<file path="config.mk">
export PLATFORM = sky130hd
export DESIGN_NAME = piecewise_linear_curve_eval_core
export DESIGN_NICKNAME = d
export VERILOG_FILES = /design/src/rtl/pwlce_pkg.sv /design/src/rtl/pwlce_dpath.sv /design/src/rtl/pwlce_ctrl.sv /design/src/rtl/piecewise_linear_curve_eval_core.sv
export VERILOG_INCLUDE_DIRS = /design/src /design/src/rtl
export SDC_FILE = /design/constraint.sdc
export NUM_CORES = 2
export LEC_CHECK = 0
export ABC_AREA = 1
export BUFFER_PORTS_ARGS = -buffer_cell sky130_fd_sc_hd__buf_2
export CAP_MARGIN = 20
export CELL_PAD_IN_SITES_DETAIL_PLACEMENT = 0
export CELL_PAD_IN_SITES_GLOBAL_PLACEMENT = 1
export CORE_UTILIZATION = 51
export DETAILED_ROUTE_END_ITERATION = 8
export PLACE_DENSITY = 0.86
export SLEW_MARGIN = 25
export SYNTH_ARGS = -nofsm -noshare
export SYNTH_HDL_FRONTEND = slang
export SYNTH_SLANG_ARGS = --single-unit
</file>
<file path="constraint.sdc">
create_clock -name i_clk -period 7.1 [get_ports i_clk]
set_clock_uncertainty 0.1 [all_clocks]
set_input_delay 0.355 -clock i_clk [delete_from_list [all_inputs] [get_ports i_clk]]
set_output_delay 0.355 -clock i_clk [all_outputs]
set_load 0.1 [all_outputs]
</file>
<file path="src/rtl/piecewise_linear_curve_eval_core_defines.svh">
// ----------------------------------------------------------------------------
// Piecewise-linear curve evaluator: assertion macros
// Concurrent check helpers, compiled out for synthesis.
// ----------------------------------------------------------------------------
`ifndef PIECEWISE_LINEAR_CURVE_EVAL_CORE_DEFINES_SVH
`define PIECEWISE_LINEAR_CURVE_EVAL_CORE_DEFINES_SVH

`ifndef SYNTHESIS
// same-cycle implication
`define PWLCE_ASSERT_IMPL(label, clk, rst_n, ante, cons) \
    label: assert property (@(posedge clk) disable iff (!(rst_n)) (ante) |-> (cons)) \
        else $error("pwlce check failed");
// next-cycle implication
`define PWLCE_ASSERT_NEXT(label, clk, rst_n, ante, cons) \
    label: assert property (@(posedge clk) disable iff (!(rst_n)) (ante) |=> (cons)) \
        else $error("pwlce check failed");
`else
`define PWLCE_ASSERT_IMPL(label, clk, rst_n, ante, cons)
`define PWLCE_ASSERT_NEXT(label, clk, rst_n, ante, cons)
`endif

`endif

</file>
<file path="src/rtl/pwlce_pkg.sv">
// ----------------------------------------------------------------------------
// pwlce_pkg
// Shared constants and controller/datapath interface types.
// ----------------------------------------------------------------------------
`timescale 1ns / 1ps
`default_nettype none

package pwlce_pkg;

    localparam int DATA_W     = 16;
    localparam int MAX_POINTS = 16;
    localparam int PTR_W      = $clog2(MAX_POINTS);
    localparam int CNT_W      = 5;   // point_count register width
    localparam int IDX_W      = 4;   // point_index field width
    localparam int FRAC_W     = 16;  // Q0.16 fraction
    localparam int DIV_CNT_W  = $clog2(FRAC_W);
    localparam int REGION_W   = 2;

    localparam int S_TDATA_W  = 56;  // 52 bits of fields, padded to bytes
    localparam int S_TUSER_W  = 2;
    localparam int M_TDATA_W  = 16;
    localparam int M_TUSER_W  = 3;

    // command (tuser bit 0 on the slave side)
    localparam logic CMD_LOAD = 1'b0;
    localparam logic CMD_EVAL = 1'b1;

    // region codes
    localparam logic [REGION_W-1:0] REGION_BELOW  = 2'd0;
    localparam logic [REGION_W-1:0] REGION_INTERP = 2'd1;
    localparam logic [REGION_W-1:0] REGION_ABOVE  = 2'd2;

    typedef struct packed {
        logic write;      // store one breakpoint
        logic start;      // latch sample, reset scan pointer
        logic hold;       // result = held value, invalid
        logic take_below; // result = current y, below first point
        logic take_last;  // result = current y, at or past last point
        logic step;       // current point becomes previous, advance
        logic setup;      // prepare divide operands and dy
        logic div_step;   // one restoring divide step
        logic mul;        // fraction * |dy|
        logic add;        // prev_y +/- scaled delta
        logic commit;     // update held value from result
    } t_cmd;

    typedef struct packed {
        logic lt;         // sample < current x
        logic first;      // scan pointer at entry 0
        logic last;       // scan pointer at last entry in use
        logic div_done;   // this is the final divide step
    } t_status;

endpackage

`default_nettype wire

</file>
<file path="src/rtl/pwlce_dpath.sv">
// ----------------------------------------------------------------------------
// pwlce_dpath
// Breakpoint memory, scan registers, serial divider, multiplier, result regs.
// ----------------------------------------------------------------------------
`timescale 1ns / 1ps
`default_nettype none

module pwlce_dpath (
    input  wire                                i_clk,
    input  wire                                i_rst_n,
    input  wire pwlce_pkg::t_cmd               i_cmd,
    input  wire        [pwlce_pkg::IDX_W-1:0]  i_point_index,
    input  wire signed [pwlce_pkg::DATA_W-1:0] i_point_x,
    input  wire signed [pwlce_pkg::DATA_W-1:0] i_point_y,
    input  wire signed [pwlce_pkg::DATA_W-1:0] i_sample,
    input  wire        [pwlce_pkg::CNT_W-1:0]  i_point_count,
    output pwlce_pkg::t_status                 o_status,
    output logic signed [pwlce_pkg::DATA_W-1:0] o_res_value,
    output logic                               o_res_valid,
    output logic       [pwlce_pkg::REGION_W-1:0] o_res_region
);
    import pwlce_pkg::*;

    // table entry: {y, x}
    logic [2*DATA_W-1:0]        r_mem [MAX_POINTS];
    logic [2*DATA_W-1:0]        r_rd;

    logic signed [DATA_W-1:0]   r_sample;
    logic [PTR_W-1:0]           r_idx;
    logic [PTR_W-1:0]           r_last;
    logic signed [DATA_W-1:0]   r_prev_x;
    logic signed [DATA_W-1:0]   r_prev_y;
    logic [DATA_W:0]            r_rem;
    logic [DATA_W-1:0]          r_den;
    logic [FRAC_W-1:0]          r_quo;
    logic [DIV_CNT_W-1:0]       r_div_cnt;
    logic [DATA_W-1:0]          r_mag;
    logic                       r_neg;
    logic [FRAC_W+DATA_W-1:0]   r_prod;
    logic signed [DATA_W-1:0]   r_res_value;
    logic                       r_res_valid;
    logic [REGION_W-1:0]        r_res_region;
    logic signed [DATA_W-1:0]   r_held;

    logic signed [DATA_W-1:0]   cur_x;
    logic signed [DATA_W-1:0]   cur_y;
    logic [PTR_W-1:0]           last_idx;
    logic signed [DATA_W:0]     num_w;
    logic signed [DATA_W:0]     den_w;
    logic signed [DATA_W:0]     dy_w;
    logic signed [DATA_W:0]     dy_abs;
    logic [DATA_W:0]            rem_sh;
    logic                       rem_ge;
    logic [DATA_W-1:0]          delta;

    assign cur_x = r_rd[DATA_W-1:0];
    assign cur_y = r_rd[2*DATA_W-1:DATA_W];

    // count of zero acts as one, above capacity saturates
    always_comb begin
        if (i_point_count == '0) begin
            last_idx = '0;
        end else if (i_point_count > CNT_W'(MAX_POINTS)) begin
            last_idx = PTR_W'(MAX_POINTS - 1);
        end else begin
            last_idx = PTR_W'(i_point_count - CNT_W'(1));
        end
    end

    assign num_w  = {r_sample[DATA_W-1], r_sample} - {r_prev_x[DATA_W-1], r_prev_x};
    assign den_w  = {cur_x[DATA_W-1], cur_x} - {r_prev_x[DATA_W-1], r_prev_x};
    assign dy_w   = {cur_y[DATA_W-1], cur_y} - {r_prev_y[DATA_W-1], r_prev_y};
    assign dy_abs = dy_w[DATA_W] ? -dy_w : dy_w;

    // remainder stays below the divisor, so the shift fits DATA_W+1 bits
    assign rem_sh = {r_rem[DATA_W-1:0], 1'b0};
    assign rem_ge = rem_sh >= {1'b0, r_den};
    assign delta  = r_prod[FRAC_W+DATA_W-1:FRAC_W];

    always_comb begin
        o_status.lt       = r_sample < cur_x;
        o_status.first    = r_idx == '0;
        o_status.last     = r_idx == r_last;
        o_status.div_done = r_div_cnt == '1;
    end

    always_ff @(posedge i_clk) begin
        if (i_cmd.write && (32'(i_point_index) < MAX_POINTS)) begin
            r_mem[PTR_W'(i_point_index)] <= {i_point_y, i_point_x};
        end
        r_rd <= r_mem[r_idx];
    end

    always_ff @(posedge i_clk) begin
        if (i_cmd.start) begin
            r_sample <= i_sample;
            r_idx    <= '0;
            r_last   <= last_idx;
        end
        if (i_cmd.step) begin
            r_prev_x <= cur_x;
            r_prev_y <= cur_y;
            r_idx    <= r_idx + PTR_W'(1);
        end
        if (i_cmd.setup) begin
            r_rem     <= {1'b0, num_w[DATA_W-1:0]};
            r_den     <= den_w[DATA_W-1:0];
            r_neg     <= dy_w[DATA_W];
            r_mag     <= dy_abs[DATA_W-1:0];
            r_quo     <= '0;
            r_div_cnt <= '0;
        end
        if (i_cmd.div_step) begin
            r_rem     <= rem_ge ? (rem_sh - {1'b0, r_den}) : rem_sh;
            r_quo     <= {r_quo[FRAC_W-2:0], rem_ge};
            r_div_cnt <= r_div_cnt + DIV_CNT_W'(1);
        end
        if (i_cmd.mul) begin
            r_prod <= r_quo * r_mag;
        end
    end

    // result registers
    always_ff @(posedge i_clk) begin
        priority if (i_cmd.hold) begin
            r_res_value  <= r_held;
            r_res_valid  <= 1'b0;
            r_res_region <= REGION_BELOW;
        end else if (i_cmd.take_below) begin
            r_res_value  <= cur_y;
            r_res_valid  <= 1'b1;
            r_res_region <= REGION_BELOW;
        end else if (i_cmd.take_last) begin
            r_res_value  <= cur_y;
            r_res_valid  <= 1'b1;
            r_res_region <= REGION_ABOVE;
        end else if (i_cmd.add) begin
            r_res_value  <= r_neg ? (r_prev_y - $signed(delta))
                                  : (r_prev_y + $signed(delta));
            r_res_valid  <= 1'b1;
            r_res_region <= REGION_INTERP;
        end else begin
            r_res_value  <= r_res_value;
            r_res_valid  <= r_res_valid;
            r_res_region <= r_res_region;
        end
    end

    always_ff @(posedge i_clk) begin
        if (!i_rst_n) begin
            r_held <= '0;
        end else if (i_cmd.commit && r_res_valid) begin
            r_held <= r_res_value;
        end
    end

    assign o_res_value  = r_res_value;
    assign o_res_valid  = r_res_valid;
    assign o_res_region = r_res_region;

endmodule

`default_nettype wire

</file>
<file path="src/rtl/pwlce_ctrl.sv">
// ----------------------------------------------------------------------------
// pwlce_ctrl
// Sequencer: accept, table scan, divide, multiply, add, hand-off.
// ----------------------------------------------------------------------------
`timescale 1ns / 1ps
`default_nettype none

module pwlce_ctrl (
    input  wire                      i_clk,
    input  wire                      i_rst_n,
    input  wire                      i_in_valid,
    input  wire                      i_command,
    input  wire                      i_sample_valid,
    input  wire pwlce_pkg::t_status  i_status,
    input  wire                      i_out_free,
    output logic                     o_in_ready,
    output logic                     o_out_load,
    output pwlce_pkg::t_cmd          o_cmd
);
    import pwlce_pkg::*;

    localparam logic [2:0] ST_IDLE  = 3'd0;
    localparam logic [2:0] ST_FETCH = 3'd1;
    localparam logic [2:0] ST_CMP   = 3'd2;
    localparam logic [2:0] ST_DIV   = 3'd3;
    localparam logic [2:0] ST_MUL   = 3'd4;
    localparam logic [2:0] ST_ADD   = 3'd5;
    localparam logic [2:0] ST_DONE  = 3'd6;

    logic [2:0] r_state;
    logic [2:0] n_state;
    logic       accept;

    assign o_in_ready = r_state == ST_IDLE;
    assign accept     = i_in_valid && o_in_ready;

    always_comb begin
        n_state    = r_state;
        o_cmd      = '0;
        o_out_load = 1'b0;
        unique case (r_state)
            ST_IDLE: begin
                if (accept) begin
                    if (i_command == CMD_LOAD) begin
                        o_cmd.write = 1'b1;
                    end else if (!i_sample_valid) begin
                        o_cmd.hold = 1'b1;
                        n_state    = ST_DONE;
                    end else begin
                        o_cmd.start = 1'b1;
                        n_state     = ST_FETCH;
                    end
                end
            end
            ST_FETCH: n_state = ST_CMP;
            ST_CMP: begin
                priority if (i_status.first && i_status.lt) begin
                    o_cmd.take_below = 1'b1;
                    n_state          = ST_DONE;
                end else if (i_status.lt) begin
                    o_cmd.setup = 1'b1;
                    n_state     = ST_DIV;
                end else if (i_status.last) begin
                    o_cmd.take_last = 1'b1;
                    n_state         = ST_DONE;
                end else begin
                    o_cmd.step = 1'b1;
                    n_state    = ST_FETCH;
                end
            end
            ST_DIV: begin
                o_cmd.div_step = 1'b1;
                if (i_status.div_done) begin
                    n_state = ST_MUL;
                end
            end
            ST_MUL: begin
                o_cmd.mul = 1'b1;
                n_state   = ST_ADD;
            end
            ST_ADD: begin
                o_cmd.add = 1'b1;
                n_state   = ST_DONE;
            end
            ST_DONE: begin
                if (i_out_free) begin
                    o_out_load   = 1'b1;
                    o_cmd.commit = 1'b1;
                    n_state      = ST_IDLE;
                end
            end
            default: n_state = ST_IDLE;
        endcase
    end

    always_ff @(posedge i_clk) begin
        if (!i_rst_n) begin
            r_state <= ST_IDLE;
        end else begin
            r_state <= n_state;
        end
    end

endmodule

`default_nettype wire

</file>
<file path="src/rtl/piecewise_linear_curve_eval_core.sv">
// Piecewise-linear curve evaluator. Load transactions (tuser command = load)
// write one (x,y) breakpoint, signed Q8.8, into a 16-entry table and produce
// no output. Evaluate transactions map a sample through the curve and produce
// exactly one output transaction. An invalid sample returns the last valid
// result with result_valid low. A valid sample walks the table one entry at a
// time from entry 0, each entry a registered table read, then a compare; if it
// lands between two points, a restoring divider forms the Q0.16 fraction, then
// one multiply and one add follow. The output register lets the next
// transaction start while a result waits on the master side. The user must
// write point_count on the config channel only while the core is idle; the
// core itself does not enforce this.
`timescale 1ns / 1ps
`default_nettype none

`include "piecewise_linear_curve_eval_core_defines.svh"

module piecewise_linear_curve_eval_core (
    input  wire                                   i_clk,
    input  wire                                   i_rst_n,
    // slave stream
    input  wire                                   i_s_axis_tvalid,
    output logic                                  o_s_axis_tready,
    // [3:0] point_index, [19:4] point_x, [35:20] point_y, [51:36] sample,
    // [55:52] zero
    input  wire [pwlce_pkg::S_TDATA_W-1:0]        i_s_axis_tdata,
    // [0] command, [1] sample_valid
    input  wire [pwlce_pkg::S_TUSER_W-1:0]        i_s_axis_tuser,
    // master stream
    output logic                                  o_m_axis_tvalid,
    input  wire                                   i_m_axis_tready,
    // [15:0] curve_value
    output logic [pwlce_pkg::M_TDATA_W-1:0]       o_m_axis_tdata,
    // [0] result_valid, [2:1] region
    output logic [pwlce_pkg::M_TUSER_W-1:0]       o_m_axis_tuser,
    // config: point_count
    input  wire                                   i_cfg_valid,
    output logic                                  o_cfg_ready,
    input  wire [pwlce_pkg::CNT_W-1:0]            i_cfg_data
);
    import pwlce_pkg::*;

    // payload unpack
    logic                       in_command;
    logic                       in_sample_valid;
    logic [IDX_W-1:0]           in_point_index;
    logic signed [DATA_W-1:0]   in_point_x;
    logic signed [DATA_W-1:0]   in_point_y;
    logic signed [DATA_W-1:0]   in_sample;

    assign in_command      = i_s_axis_tuser[0];
    assign in_sample_valid = i_s_axis_tuser[1];
    assign in_point_index  = i_s_axis_tdata[IDX_W-1:0];
    assign in_point_x      = i_s_axis_tdata[IDX_W+DATA_W-1:IDX_W];
    assign in_point_y      = i_s_axis_tdata[IDX_W+2*DATA_W-1:IDX_W+DATA_W];
    assign in_sample       = i_s_axis_tdata[IDX_W+3*DATA_W-1:IDX_W+2*DATA_W];

    // config register, always writable
    logic [CNT_W-1:0] r_point_count;

    assign o_cfg_ready = 1'b1;

    always_ff @(posedge i_clk) begin
        if (!i_rst_n) begin
            r_point_count <= CNT_W'(1);
        end else if (i_cfg_valid && o_cfg_ready) begin
            r_point_count <= i_cfg_data;
        end
    end

    // controller <-> datapath
    t_cmd                     cmd;
    t_status                  status;
    logic                     out_load;
    logic                     out_free;
    logic signed [DATA_W-1:0] res_value;
    logic                     res_valid;
    logic [REGION_W-1:0]      res_region;

    pwlce_ctrl u_ctrl (
        .i_clk          (i_clk),
        .i_rst_n        (i_rst_n),
        .i_in_valid     (i_s_axis_tvalid),
        .i_command      (in_command),
        .i_sample_valid (in_sample_valid),
        .i_status       (status),
        .i_out_free     (out_free),
        .o_in_ready     (o_s_axis_tready),
        .o_out_load     (out_load),
        .o_cmd          (cmd)
    );

    pwlce_dpath u_dpath (
        .i_clk          (i_clk),
        .i_rst_n        (i_rst_n),
        .i_cmd          (cmd),
        .i_point_index  (in_point_index),
        .i_point_x      (in_point_x),
        .i_point_y      (in_point_y),
        .i_sample       (in_sample),
        .i_point_count  (r_point_count),
        .o_status       (status),
        .o_res_value    (res_value),
        .o_res_valid    (res_valid),
        .o_res_region   (res_region)
    );

    // output register: free when empty or being drained this cycle
    logic                     r_out_valid;
    logic [DATA_W-1:0]        r_out_value;
    logic                     r_out_flag;
    logic [REGION_W-1:0]      r_out_region;

    assign out_free = !r_out_valid || i_m_axis_tready;

    always_ff @(posedge i_clk) begin
        if (!i_rst_n) begin
            r_out_valid <= 1'b0;
        end else if (out_load) begin
            r_out_valid <= 1'b1;
        end else if (i_m_axis_tready) begin
            r_out_valid <= 1'b0;
        end
    end

    always_ff @(posedge i_clk) begin
        if (out_load) begin
            r_out_value  <= res_value;
            r_out_flag   <= res_valid;
            r_out_region <= res_region;
        end
    end

    assign o_m_axis_tvalid = r_out_valid;
    assign o_m_axis_tdata  = r_out_value;
    assign o_m_axis_tuser  = {r_out_region, r_out_flag};

    // checks
    // a held (invalid) result always reports the below-first region
    `PWLCE_ASSERT_IMPL(a_held_region, i_clk, i_rst_n,
        (o_m_axis_tvalid && !o_m_axis_tuser[0]), (o_m_axis_tuser[2:1] == REGION_BELOW))
    // region code 3 is never produced
    `PWLCE_ASSERT_IMPL(a_region_legal, i_clk, i_rst_n, o_m_axis_tvalid, (o_m_axis_tuser[2:1] != 2'd3))
    // a load never creates an output transaction
    `PWLCE_ASSERT_NEXT(a_load_silent, i_clk, i_rst_n, (i_s_axis_tvalid && o_s_axis_tready && (in_command == CMD_LOAD) && !o_m_axis_tvalid), !o_m_axis_tvalid)
    // an accepted evaluate, valid or not, leaves the core busy in the next cycle
    `PWLCE_ASSERT_NEXT(a_eval_busy, i_clk, i_rst_n, (i_s_axis_tvalid && o_s_axis_tready && (in_command == CMD_EVAL)), !o_s_axis_tready)

endmodule

`default_nettype wire

</file>
==> summary.log <==
[status] outcome finished clean
[clock_network] Clk Latency, worst-skew pair 0.64 ns
[grt] number of antenna violations at the first check in global routing 8
[placed_design] port buffer count 84
[detailed_routing] routed wire length on met2 47.5 mm
[synth] most numerous cell types in the synthesized netlist nand2_1 (709), edfxtp_1 (688), inv_1 (614), nor2_1 (394), o21ai_0 (334)
[critical_path] worst-path cell chain nand2_1 -> fa_1 -> inv_1 -> fa_1 -> inv_1 -> fa_1 -> inv_1 -> fa_1 -> fa_1 -> inv_1 -> fa_1 -> inv_1 -> ha_1 -> nand2_1 -> inv_1 -> a21boi_0 -> o221ai_1 -> a21o_1 -> a21oi_1 -> xnor2_1
[synth] Top FF cell, synth edfxtp_1
[clock_network] clock root buffer clkbuf_16
[grt] first-pass GRT wire length 154 mm
[synth] count of warnings emitted by yosys 0
[grt] number of global-route vias before repair 28.4k
[synth] flop and latch count out of synthesis 748
[detailed_routing] count of antenna-violating nets left after detailed routing 0
[critical_path] library cell contributing the largest single delay on the critical path edfxtp_1
[detailed_routing] Detailed Routing Iterations Pass 1 5
[detailed_routing] average wire per cell in the routed design 18.5 um
[critical_path] largest fanout on the critical path 17
[synth] sequential area share after synthesis 0.524
[grt] GRT Residual Overflow 0
[sta] max-slew headroom at the worst pin 0.334
[detailed_routing] Routed WL 97.4 mm
[detailed_routing] metal3 WL 5.97 mm
[clock_network] post-CTS sizing 0
[sta] final critical path time including I/O delays and setup 6.19 ns
[synth] Cells after Synth 4085
[synth] FFs w/ async S/R, synth 0
[cells_and_area] NumNets Final 4620
[detailed_routing] Remaining DRCs 0
[clock_network] clock buffer depth 3
[detailed_routing] Top Layer Used met5
[sta] fraction of the cycle the final worst path needs 0.872
[floorplan] die area 82900 um2
[synth] mapped cell area 41700 um2
[critical_path] type of the worst setup path flip-flop to flip-flop
[detailed_routing] Met1 Routed Length 41.8 mm
[sta] Total Negative Setup Slacks 0 ns
[floorplan] Initial Util 0.517
[grt] pin count of the biggest net entering global routing 262
[grt] total track usage 0.239
[hold_path] class of the tightest hold or removal check input port to flip-flop
[clock_network] TritonCTS clock tree done
[cells_and_area] growth of design area from synthesis to finish 10.5%
[floorplan] Horiz. Die Dim 288 um
[clock_network] H-Tree Level Count 3
[floorplan] core box area 80700 um2
[critical_path] startpoint types flip-flop
[detailed_routing] initial DRC count 2408
[synth] number of enable-type register cells in the synthesized netlist 688
[clock_network] CTS Hold Buffers Added 51
[synth] synthesized area divided by synthesized cell count 10.2 um2
[flow_run] max-cap viol count 0
[critical_path] delay contributed by the slowest stage of the critical path 0.82 ns
[clock_network] Num CTS Buffers 76
[floorplan] number of placed I/O pins 90
[clock_network] buffers inserted during post-CTS setup optimization 0
[sta] highest achievable clock rate 162 MHz
[floorplan] num rows 104
[critical_path] type of destination of the critical path flip-flop
[detailed_routing] via count of the routed design 28.7k
[detailed_routing] Avg Vias per Cell 5.45
[floorplan] Die Ht 288 um
[critical_path] data required time of the worst path 7.36 ns
[clock_network] clock edge transition at the registers on the reported setup and hold paths 0.07 ns
[placed_design] Final Wtd Congestion 0.899
[cells_and_area] share of layout cells above drive strength 1 0.0658
[synth] cell types with the largest area share after synthesis edfxtp_1 (50%), fa_1 (9.5%), nand2_1 (6.4%)
[sta] Setup Viol. Count Final 0
[synth] fraction of post-synthesis cell area in the top cell type by area 0.495
[critical_path] arrival time of the worst setup path 6.45 ns
[clock_network] number of sinks handled by clock tree synthesis 748
[synth] Yosys cell types 52
[synth] post-synth net total 4550
[sta] final number of hold-violating endpoints 0
[synth] cell with the most instances after synthesis nand2_1
[sta] Slew Limit Fails 0
[sta] RSZ-0062 raised after global routing no
[synth] leading area contributor after synthesis edfxtp_1
[placed_design] dpl hpwl 62.9 mm
[sta] Worst Tran Pin Value 0.997 ns
worst paths after layout:
check / from / to / slack (ns) / cells after the start
worst min register to register: u_dpath.o_res_value[14]$_DFFE_PP_ / o_m_axis_tdata[14]$_DFFE_PP_ / 0.35 / 0
worst min-delay path: i_cfg_data[4] / r_point_count[4]$_SDFFE_PN0P_ / 0.02 / 3
worst max register to register: u_dpath.r_quo[7]$_SDFFCE_PN0P_ / u_dpath.r_prod[24]$_DFFE_PP_ / 0.91 / 20
worst max-delay path: u_dpath.r_quo[7]$_SDFFCE_PN0P_ / u_dpath.r_prod[24]$_DFFE_PP_ / 0.91 / 20
state kept, by name (all words and copies together) (netlist names), 16 cells and up:
signal and flops:
u_dpath.o_res_value 16, u_dpath.r_den 16, u_dpath.r_mem 512, u_dpath.r_rd 32
u_dpath.r_prev_x 16, u_dpath.r_mag 16, u_dpath.r_prod 16, u_dpath.r_prev_y 16
u_dpath.r_sample 16, u_dpath.r_quo 16, o_m_axis_tdata 16, u_dpath.r_rem 16
u_dpath.r_held 16
layout make-up:
| class | instances | area (um2) |
|---|---|---|
| Timing Repair Buffer | 177 | 1280 |
| Multi-Input combinational cell | 2534 | 16900 |
| Sequential cell | 748 | 21900 |
| Clock inverter | 32 | 273 |
| Antenna cell | 1 | 2.50 |
| Inverter | 618 | 2330 |
| Clock buffer | 101 | 2060 |
| Tap cell | 1060 | 1330 |
| Fill cell | 6828 | 34600 |
metrics by stage:
| stage | utilization | cells | worst slack (ns) | hold WS, ns | instance area (um2) |
|---|---|---|---|---|---|
| finish | 0.571 | 5271 | 0.911 | 0.0187 | 46100 |
| detailed placement | 0.535 | 5085 | 0.928 | 0.334 | 43200 |
| global route | 0.571 | 5270 | 0.590 | 0.0231 | 46100 |
| floorplan | - | 4085 | 1.44 | 0.303 | 41700 |
| global placement | 0.535 | 5085 | 0.987 | 0.336 | 43200 |
| CTS | 0.571 | 5269 | 0.906 | 0.000842 | 46000 |
critical path, delay by kind of cell (launching register included):
family,cells,cell delay [ns]
buf+inv,6,0.31
flops,1,0.82
simple gates,2,0.33
compound gates,4,0.85
xor+xnor,1,0.10
fa+ha+maj,7,3.40
cells by family (layout without fill, tap and decap cells):
kind of cell	after synthesis	in the layout	synth area share
AOI/OAI and AO/OA	698	698	0.0957
xor gates and xnor gates	92	92	0.0199
adders and majority gates	397	397	0.155
buffers and inverters	803	928	0.0735
DFF	748	748	0.524
other	1	2	0.0000899
and+or+nand+nor	1346	1346	0.132
placed cells by master, fill, tap and decap left out, drive strengths merged, types with 60 or more instances in the layout:
cell	synthesis	layout
a21oi	151	151
buf	30	126
clkbuf	155	101
o22ai	79	79
nand2	717	717
edfxtp	688	688
ha	199	199
inv	616	619
dfxtp	60	60
o21ai	340	340
nand3	173	173
fa	198	198
nor2	395	395
layer usage:
layer / global-route usage / vias to the layer above
met5: 0 / -
met4: 0.0669 / 10
li1: - / 13817
met1: 0.321 / 13919
met2: 0.406 / 836
met3: 0.0347 / 155
Power is left out: the tool's default activity adds up to more than one toggle a clock period on the data nets, which glitch-free logic cannot reach.
